$ cat src/kmd_pkg.sv
`timescale 1ns / 1ps
// ----------------------------------------------------------------------------
// kmd_pkg: shared definitions for the k-way merge / dedup core
// Widths, stream count, comparator tree node type and config decode.
// ----------------------------------------------------------------------------
package kmd_pkg;

    localparam int STREAMS  = 16;
    localparam int STREAM_W = $clog2(STREAMS);
    localparam int KEY_W    = 32;
    localparam int PAIR_W   = 2 * KEY_W;
    localparam int CFG_W    = 5;

    // One node of the minimum tree: lower stream index wins on equal keys.
    typedef struct packed {
        logic                vld;
        logic [PAIR_W-1:0]   key;
        logic [STREAM_W-1:0] idx;
    } kmd_node_t;

    // Decode active_streams into a per-stream enable mask.
    // Zero behaves as one, anything above STREAMS as STREAMS.
    function automatic logic [STREAMS-1:0] live_mask(input logic [CFG_W-1:0] cfg);
        logic [CFG_W-1:0]   n;
        logic [STREAMS-1:0] mask;
        n = cfg;
        if (n == '0)
        begin
            n = CFG_W'(1);
        end
        if (n > CFG_W'(STREAMS))
        begin
            n = CFG_W'(STREAMS);
        end
        for (int i = 0; i < STREAMS; i++)
        begin
            mask[i] = (CFG_W'(i) < n);
        end
        return mask;
    endfunction

endpackage

$ cat src/kmd_ifs.sv
`timescale 1ns / 1ps
// ----------------------------------------------------------------------------
// kmd channel interfaces
// Valid/ready channels for config writes, input items and merge results.
// ----------------------------------------------------------------------------

interface kmd_cfg_if;
    logic                     valid;
    logic                     ready;
    logic [kmd_pkg::CFG_W-1:0] active_streams;

    modport source (output valid, output active_streams, input ready);
    modport sink   (input valid, input active_streams, output ready);
endinterface

interface kmd_item_if;
    logic                        valid;
    logic                        ready;
    logic [kmd_pkg::STREAM_W-1:0] stream;
    logic [kmd_pkg::KEY_W-1:0]    key_high;
    logic [kmd_pkg::KEY_W-1:0]    key_low;
    logic                        stream_end;

    modport source (output valid, output stream, output key_high, output key_low,
                    output stream_end, input ready);
    modport sink   (input valid, input stream, input key_high, input key_low,
                    input stream_end, output ready);
endinterface

interface kmd_result_if;
    logic                        valid;
    logic                        ready;
    logic [kmd_pkg::KEY_W-1:0]    out_high;
    logic [kmd_pkg::KEY_W-1:0]    out_low;
    logic                        is_new;
    logic [kmd_pkg::STREAM_W-1:0] refill_stream;
    logic                        all_done;

    modport source (output valid, output out_high, output out_low, output is_new,
                    output refill_stream, output all_done, input ready);
    modport sink   (input valid, input out_high, input out_low, input is_new,
                    input refill_stream, input all_done, output ready);
endinterface

$ cat src/kway_merge_dedup_core.sv
`timescale 1ns / 1ps
// ----------------------------------------------------------------------------
// kway_merge_dedup_core: k-way merge of sorted pair streams with dedup flag
// Holds one head per stream and pops the smallest once all live streams
// have a head or have ended.
// ----------------------------------------------------------------------------
// Usage:
//   cfg     : one write transaction sets active_streams (streams 0..n-1 take
//             part). Only write while no transaction is in flight. Always ready.
//   items   : one transaction per stream pair or end mark. Items for streams
//             that are inactive, already ended, or whose head is still held
//             are dropped (an end mark is still taken while a head is held).
//   results : at most one result per item: a popped pair with is_new and the
//             stream to refill, or once, the all_done marker with zero payload.
// Result: registered from the item transaction, shown on results in the cycle after it.
// Throughput: one item per cycle unless results stalls. Set by the path
//   from the item and the 16-leaf comparator tree into the result register.
// Stall: the result register parts the two sides; items is ready whenever
//   that register is empty or being drained this cycle, so a stalled
//   receiver holds at most one result and back-pressures items.
// Reset: heads and end flags cleared, active_streams = all streams,
//   dedup history empty, no result pending. Head data is not reset.
// ----------------------------------------------------------------------------
module kway_merge_dedup_core
(
    input  logic               clk,
    input  logic               rst_n,
    kmd_cfg_if.sink            cfg,
    kmd_item_if.sink           items,
    kmd_result_if.source       results
);

    // ------------------------------------------------------------------
    // State
    // ------------------------------------------------------------------
    logic [kmd_pkg::STREAMS-1:0] live_mask_reg;
    logic [kmd_pkg::STREAMS-1:0] head_valid_reg;
    logic [kmd_pkg::STREAMS-1:0] head_valid_next;
    logic [kmd_pkg::STREAMS-1:0] finished_reg;
    logic [kmd_pkg::STREAMS-1:0] finished_next;
    logic [kmd_pkg::KEY_W-1:0]   head_high_reg [kmd_pkg::STREAMS];
    logic [kmd_pkg::KEY_W-1:0]   head_low_reg  [kmd_pkg::STREAMS];
    logic [kmd_pkg::PAIR_W-1:0]  last_pair_reg;
    logic                        seen_any_reg;
    logic                        done_reported_reg;

    // Result register
    logic                         res_valid_reg;
    logic [kmd_pkg::KEY_W-1:0]    res_high_reg;
    logic [kmd_pkg::KEY_W-1:0]    res_low_reg;
    logic                         res_new_reg;
    logic [kmd_pkg::STREAM_W-1:0] res_stream_reg;
    logic                         res_done_reg;

    // ------------------------------------------------------------------
    // Item intake
    // ------------------------------------------------------------------
    logic                        item_acc;
    logic                        hit;
    logic                        head_wr;
    logic                        end_wr;
    logic [kmd_pkg::STREAMS-1:0] sel;
    logic [kmd_pkg::STREAMS-1:0] valid_eff;
    logic [kmd_pkg::STREAMS-1:0] fin_eff;
    logic                        all_ready;
    logic [kmd_pkg::PAIR_W-1:0]  in_key;

    assign items.ready = !res_valid_reg || results.ready;
    assign item_acc    = items.valid && items.ready;
    assign cfg.ready   = 1'b1;

    // Dropped: inactive stream, or stream already ended.
    assign hit     = item_acc && live_mask_reg[items.stream] && !finished_reg[items.stream];
    assign end_wr  = hit && items.stream_end;
    // A pair only lands if the stream's head slot is empty.
    assign head_wr = hit && !items.stream_end && !head_valid_reg[items.stream];
    assign sel     = {{(kmd_pkg::STREAMS-1){1'b0}}, 1'b1} << items.stream;
    assign in_key  = {items.key_high, items.key_low};

    assign valid_eff = head_valid_reg | (head_wr ? sel : '0);
    assign fin_eff   = finished_reg | (end_wr ? sel : '0);
    // Every live stream must hold a head or be ended before a pop.
    assign all_ready = &(valid_eff | fin_eff | ~live_mask_reg);

    // ------------------------------------------------------------------
    // Minimum tree over stored heads (heap layout, leaves at STREAMS+i).
    // The incoming pair is folded in afterwards so the tree runs off
    // registers only.
    // ------------------------------------------------------------------
    kmd_pkg::kmd_node_t node [1:2*kmd_pkg::STREAMS-1];
    kmd_pkg::kmd_node_t stored;

    always_comb
    begin
        for (int i = 0; i < kmd_pkg::STREAMS; i++)
        begin
            node[kmd_pkg::STREAMS+i].vld = head_valid_reg[i] && live_mask_reg[i];
            node[kmd_pkg::STREAMS+i].key = {head_high_reg[i], head_low_reg[i]};
            node[kmd_pkg::STREAMS+i].idx = kmd_pkg::STREAM_W'(i);
        end
        for (int k = kmd_pkg::STREAMS - 1; k >= 1; k--)
        begin
            // Right child wins only when strictly smaller (ties go low index).
            if (node[2*k+1].vld && (!node[2*k].vld || (node[2*k+1].key < node[2*k].key)))
            begin
                node[k] = node[2*k+1];
            end
            else
            begin
                node[k] = node[2*k];
            end
        end
    end

    assign stored = node[1];

    logic                         take_in;
    logic                         any_head;
    logic [kmd_pkg::PAIR_W-1:0]   best_key;
    logic [kmd_pkg::STREAM_W-1:0] best_idx;
    logic                         pop;
    logic                         fin_evt;
    logic                         emit;

    assign take_in  = head_wr && (!stored.vld || (in_key < stored.key) ||
                      ((in_key == stored.key) && (items.stream < stored.idx)));
    assign any_head = stored.vld || head_wr;
    assign best_key = take_in ? in_key : stored.key;
    assign best_idx = take_in ? items.stream : stored.idx;

    assign pop     = item_acc && all_ready && any_head;
    assign fin_evt = item_acc && all_ready && !any_head && !done_reported_reg;
    assign emit    = pop || fin_evt;

    always_comb
    begin
        head_valid_next = valid_eff;
        if (pop)
        begin
            head_valid_next[best_idx] = 1'b0;
        end
        finished_next = fin_eff;
    end

    // ------------------------------------------------------------------
    // Control registers
    // ------------------------------------------------------------------
    always_ff @(posedge clk or negedge rst_n)
    begin
        if (!rst_n)
        begin
            live_mask_reg     <= '1;
            head_valid_reg    <= '0;
            finished_reg      <= '0;
            last_pair_reg     <= '0;
            seen_any_reg      <= 1'b0;
            done_reported_reg <= 1'b0;
            res_valid_reg     <= 1'b0;
        end
        else
        begin
            if (cfg.valid && cfg.ready)
            begin
                live_mask_reg <= kmd_pkg::live_mask(cfg.active_streams);
            end
            head_valid_reg <= head_valid_next;
            finished_reg   <= finished_next;
            if (pop)
            begin
                last_pair_reg <= best_key;
                seen_any_reg  <= 1'b1;
            end
            if (fin_evt)
            begin
                done_reported_reg <= 1'b1;
            end
            if (emit)
            begin
                res_valid_reg <= 1'b1;
            end
            else if (results.ready)
            begin
                res_valid_reg <= 1'b0;
            end
        end
    end

    // Head storage and result payload: no reset needed.
    always_ff @(posedge clk)
    begin
        if (head_wr)
        begin
            head_high_reg[items.stream] <= items.key_high;
            head_low_reg[items.stream]  <= items.key_low;
        end
        if (emit)
        begin
            res_high_reg   <= pop ? best_key[kmd_pkg::PAIR_W-1:kmd_pkg::KEY_W] : '0;
            res_low_reg    <= pop ? best_key[kmd_pkg::KEY_W-1:0] : '0;
            res_new_reg    <= pop && (!seen_any_reg || (best_key != last_pair_reg));
            res_stream_reg <= pop ? best_idx : '0;
            res_done_reg   <= fin_evt;
        end
    end

    assign results.valid         = res_valid_reg;
    assign results.out_high      = res_high_reg;
    assign results.out_low       = res_low_reg;
    assign results.is_new        = res_new_reg;
    assign results.refill_stream = res_stream_reg;
    assign results.all_done      = res_done_reg;

    // ------------------------------------------------------------------
    // Assertions
    // ------------------------------------------------------------------
    // Completion marker carries an all-zero payload.
    a_done_payload: assert property (@(posedge clk) disable iff (!rst_n)
        (res_valid_reg && res_done_reg) |->
            (res_high_reg == '0 && res_low_reg == '0 && !res_new_reg && res_stream_reg == '0))
        else $error("completion result with nonzero payload");

    // A popped stream's head slot is empty afterwards.
    a_pop_clears: assert property (@(posedge clk) disable iff (!rst_n)
        pop |=> !head_valid_reg[$past(best_idx)])
        else $error("popped head still valid");

    // Completion is reported only once.
    a_done_once: assert property (@(posedge clk) disable iff (!rst_n)
        done_reported_reg |-> !fin_evt)
        else $error("second completion result");

    // A pop and a completion never coincide.
    a_pop_xor_done: assert property (@(posedge clk) disable iff (!rst_n)
        emit |=> (res_valid_reg && (res_done_reg != $past(pop))))
        else $error("result kind mismatch");

endmodule

$ cat src/flat_wrapper.sv
// flat-port wrapper written by rule: the top's interface ports become plain ports
module kway_merge_dedup_core_flat 
  (clk, rst_n, cfg_valid, cfg_active_streams, cfg_ready, items_valid, items_stream, items_key_high, items_key_low, items_stream_end, items_ready, results_valid, results_out_high, results_out_low, results_is_new, results_refill_stream, results_all_done, results_ready);
  kmd_cfg_if cfg_i ();
  kmd_item_if items_i ();
  kmd_result_if results_i ();
  input  logic clk;
  input  logic rst_n;
  input wire logic [$bits(cfg_i.valid)-1:0] cfg_valid;
  input wire logic [$bits(cfg_i.active_streams)-1:0] cfg_active_streams;
  output wire logic [$bits(cfg_i.ready)-1:0] cfg_ready;
  input wire logic [$bits(items_i.valid)-1:0] items_valid;
  input wire logic [$bits(items_i.stream)-1:0] items_stream;
  input wire logic [$bits(items_i.key_high)-1:0] items_key_high;
  input wire logic [$bits(items_i.key_low)-1:0] items_key_low;
  input wire logic [$bits(items_i.stream_end)-1:0] items_stream_end;
  output wire logic [$bits(items_i.ready)-1:0] items_ready;
  output wire logic [$bits(results_i.valid)-1:0] results_valid;
  output wire logic [$bits(results_i.out_high)-1:0] results_out_high;
  output wire logic [$bits(results_i.out_low)-1:0] results_out_low;
  output wire logic [$bits(results_i.is_new)-1:0] results_is_new;
  output wire logic [$bits(results_i.refill_stream)-1:0] results_refill_stream;
  output wire logic [$bits(results_i.all_done)-1:0] results_all_done;
  input wire logic [$bits(results_i.ready)-1:0] results_ready;
  assign cfg_i.valid = cfg_valid;
  assign cfg_i.active_streams = cfg_active_streams;
  assign cfg_ready = cfg_i.ready;
  assign items_i.valid = items_valid;
  assign items_i.stream = items_stream;
  assign items_i.key_high = items_key_high;
  assign items_i.key_low = items_key_low;
  assign items_i.stream_end = items_stream_end;
  assign items_ready = items_i.ready;
  assign results_valid = results_i.valid;
  assign results_out_high = results_i.out_high;
  assign results_out_low = results_i.out_low;
  assign results_is_new = results_i.is_new;
  assign results_refill_stream = results_i.refill_stream;
  assign results_all_done = results_i.all_done;
  assign results_i.ready = results_ready;
  kway_merge_dedup_core u_core (.clk(clk), .rst_n(rst_n), .cfg(cfg_i), .items(items_i), .results(results_i));
endmodule
$ cat config.mk
export PLATFORM = sky130hd
export DESIGN_NAME = kway_merge_dedup_core_flat
export DESIGN_NICKNAME = d
export VERILOG_FILES = /design/src/kmd_pkg.sv /design/src/kmd_ifs.sv /design/src/kway_merge_dedup_core.sv /design/src/flat_wrapper.sv
export SDC_FILE = /design/constraint.sdc
export NUM_CORES = 2
export LEC_CHECK = 0
export ABC_AREA = 1
export ABC_CLOCK_PERIOD_IN_PS = 23700
export BUFFER_PORTS_ARGS = -buffer_cell sky130_fd_sc_hd__buf_2
export CELL_PAD_IN_SITES_DETAIL_PLACEMENT = 0
export CELL_PAD_IN_SITES_GLOBAL_PLACEMENT = 2
export CORE_AREA = 2 2 414 416
export DETAILED_ROUTE_END_ITERATION = 16
export DIE_AREA = 0 0 416 418
export PLACE_DENSITY_LB_ADDON = 0.1
export SYNTH_ARGS = -nofsm -noshare
export SYNTH_HDL_FRONTEND = slang
export SYNTH_SLANG_ARGS = --single-unit
export TNS_END_PERCENT = 20
$ cat constraint.sdc
create_clock -name clk -period 23.7 [get_ports clk]
set_input_delay 4.74 -clock clk [delete_from_list [all_inputs] [get_ports clk]]
set_output_delay 4.74 -clock clk [all_outputs]
set_load 0.03 [all_outputs]
==> impl_metrics.yaml <==
status:
  status: "complete, no violations"
drt:
  drtIter0Drc: 5932
  wl_per_cell_um: 24.3
  drc: 0
  via_per_inst: 5.54
  dr.pass1.iters: 6
  ant_nets: 0
  totalWireLength_um: 256000
  vias: 58239
hold_path:
  hp-class: "reg -> reg"
logic_synthesis:
  synth_area_per_cell_um2: 9.25
  muxShareOfSynthArea_pct: 0
  synth_top_family_by_area: "adder cells"
  ys.flop_type: "edfxtp_1"
  synthTopCellsByArea: "edfxtp_1 44%, ha_1 17%, nand2_1 10%"
  synth_top_area_share_pct: 44.2
  synth_xor_xnor_area_share_pct: 0.0236
  synth-seq-cells: 1209
  synth_edf_count: 1094
  synthCells: 8027
  yosys-top-cells-count: "2,050 x nand2_1, 1,094 x edfxtp_1, 1,060 x o21ai_0, 1,006 x ha_1, 778 x inv_1"
  synth_seq_area_share_pct: 48.1
  synth.most_common_cell: "nand2_1"
  syn_nets: 9112
  ys_warn_count: 0
  syn-cell-area_mm2: 0.0743
  synth_top_area_cell: "edfxtp_1"
  async_reset_ff_share_pct: 9.51
  synth_compound_area_share_pct: 13.0
  synth-adder-area-share_pct: 16.9
  synthSimpleGateAreaFrac_pct: 16.5
  synth_cell_type_count: 59
grt:
  grt_usage_pct: 29.2
  grt-ovfl-total: 0
  grt_max_degree: 114
  antenna_found_initial: 16
  grt_pass1_vias: 55311
  grt_pass1_wl_um: 369000
critical_path:
  critPathMaxStageDelay_ps: 1030
  critical_path_class: "reg -> reg"
  arrival_ps: 21280
  cp_max_fo: 71
  required_ps: 24200
  reg2reg_slack_ps: 2920
  endpoint_kind: "register"
  crit_top_cell: "nand2_1"
  slowest_stage: "o21ai_0"
  startpoint_type: "register"
sta:
  fin_ws_ps: 2920
  min_period_ps: 20780
  finClkSkew_ps: 34.9
  slew_headroom_pct: 9.56
  setup_viol: 0
  tns_ps: 0
  period_share_pct: 87.7
  hold_viol_final: 0
  rsz0062_at_grt: "no"
  fmax_mhz: 48.1
  report.final.slew_viol_count: 0
  tightest_slew_ps: 1320
layout:
  regArea_mm2: 0.0357
  n_fill_cell: 15806
  final_area_mm2: 0.0827
  drive_above_1_share_pct: 7.01
  layout.nets: 9265
  multiInputGateArea_mm2: 0.0347
  syn2layout_area_growth_pct: 11.3
clocking:
  clockBufferDepth: 3
  cts_root_buffer: "clkbuf_16"
  cts_buffers: 146
  cts_resized: 0
  cts_hold_buf: 0
  path_clk_slew_ps: 60
  cts.sinks: 1209
  cts_tree: "done"
  cts_max_level: 4
  clock_latency_ps: 810
  cts_setup_buffers: 0
placement:
  port_buffers: 150
  hpwl_um: 191000
  place.gp.congestion: 0.926
  dp_slack_ps: 3210
  place_area_mm2: 0.0778
floorplanning:
  coreArea_mm2: 0.169
  die_h_um: 418
  die_area_mm2: 0.174
  io_pins: 152
  initial_utilization_pct: 43.9
  fp-row-count: 151
  die_w_um: 416
power:
  power_density_mw_per_mm2: 123
  finalPower_mw: 10.1
  leakagePower_nw: 35.9
  ir_worst_vdd_v: 0.000158
flow_run:
  cap_viol_max_count: 0
## cell families (layout without fill, tap and decap cells)
kind of cell    Yosys count  after routing
simple gates           2950           2950
flops                  1209           1209
other cells               1              5
buf+inv                1042           1312
compound gates         1817           1817
fa+ha+maj              1006           1006
xor+xnor                  2              2
## through the flow
stage | hold slack (ps) | utilization [%] | std cells
after floorplan | 440 | - | 8027
after global placement | 454 | 46.0 | 10250
after global routing | 482 | 48.9 | 10515
final | 468 | 48.9 | 10519
after detailed placement | 454 | 46.0 | 10250
after CTS | 469 | 48.9 | 10515
## report_power, final
part / leakage (nW) / internal [mW] / total [mW] / switching, mW
Clock: 2.35 / 1.34 / 2.28 / 0.942
Combinational: 22.3 / 1.44 / 5.25 / 3.80
Sequential: 11.2 / 2.54 / 2.62 / 0.0802
Total: 35.9 / 5.32 / 10.1 / 4.83
## worst max-delay path, delay by kind of cell, from the launching register on
| kind | cells | cell delay, ps |
|---|---|---|
| simple gates | 43 | 9090 |
| fa+ha+maj | 5 | 1700 |
| buf+inv | 11 | 3800 |
| compound gates | 16 | 5000 |
| flops | 1 | 400 |
## placed cells by master (no fill, tap or decap), drive strengths merged, types with 16 or more instances in the layout
cell type and count:
a31oi 16, nand3 139, nand4 121, nor4 23, clkinv 64, nor2 424, ha 1006, edfxtp 1094
clkbuf 172, nand2 2066, dfrtp 99, o221ai 22, nor3 57, o22ai 23, a21oi 537, o21ai 1083
buf 257, nand3b 86, a211oi 58, inv 795, dfstp 16
## layer usage
metal	up-vias	global-route usage [%]	share of wire, %
li1	28389	-	-
met1	27816	42.2	47
met2	1742	46.4	45
met3	292	3.64	6.3
met4	0	7.32	2.4
met5	-	0	0
## final cells by class
cell class | count | area share (%)
antenna | 4 | 0.0121
multi-input combinational | 5776 | 42.0
timing repair buffer | 257 | 1.93
sequential | 1209 | 43.3
clock buffer | 172 | 4.76
inverter | 790 | 3.61
clock inverter | 93 | 1.09
tap | 2218 | 3.36
## path summary, 6_finish.rpt
kind,start,endpoint,cells after the start
max reg2reg,u_core.head_high_reg[5][31]$_DFFE_PP_,u_core.results.is_new$_DFFE_PP_,75
min reg2reg,u_core.seen_any_reg$_DFFE_PN0P_,u_core.seen_any_reg$_DFFE_PN0P_,1
min,u_core.seen_any_reg$_DFFE_PN0P_,u_core.seen_any_reg$_DFFE_PN0P_,1
max in group asynchronous,rst_n,u_core.last_pair_reg[49]$_DFFE_PN0P_,2
min in group asynchronous,rst_n,u_core.last_pair_reg[7]$_DFFE_PN0P_,1
max,u_core.head_high_reg[5][31]$_DFFE_PP_,u_core.results.is_new$_DFFE_PP_,75
No activity file was read; power rests on OpenSTA's default activity.
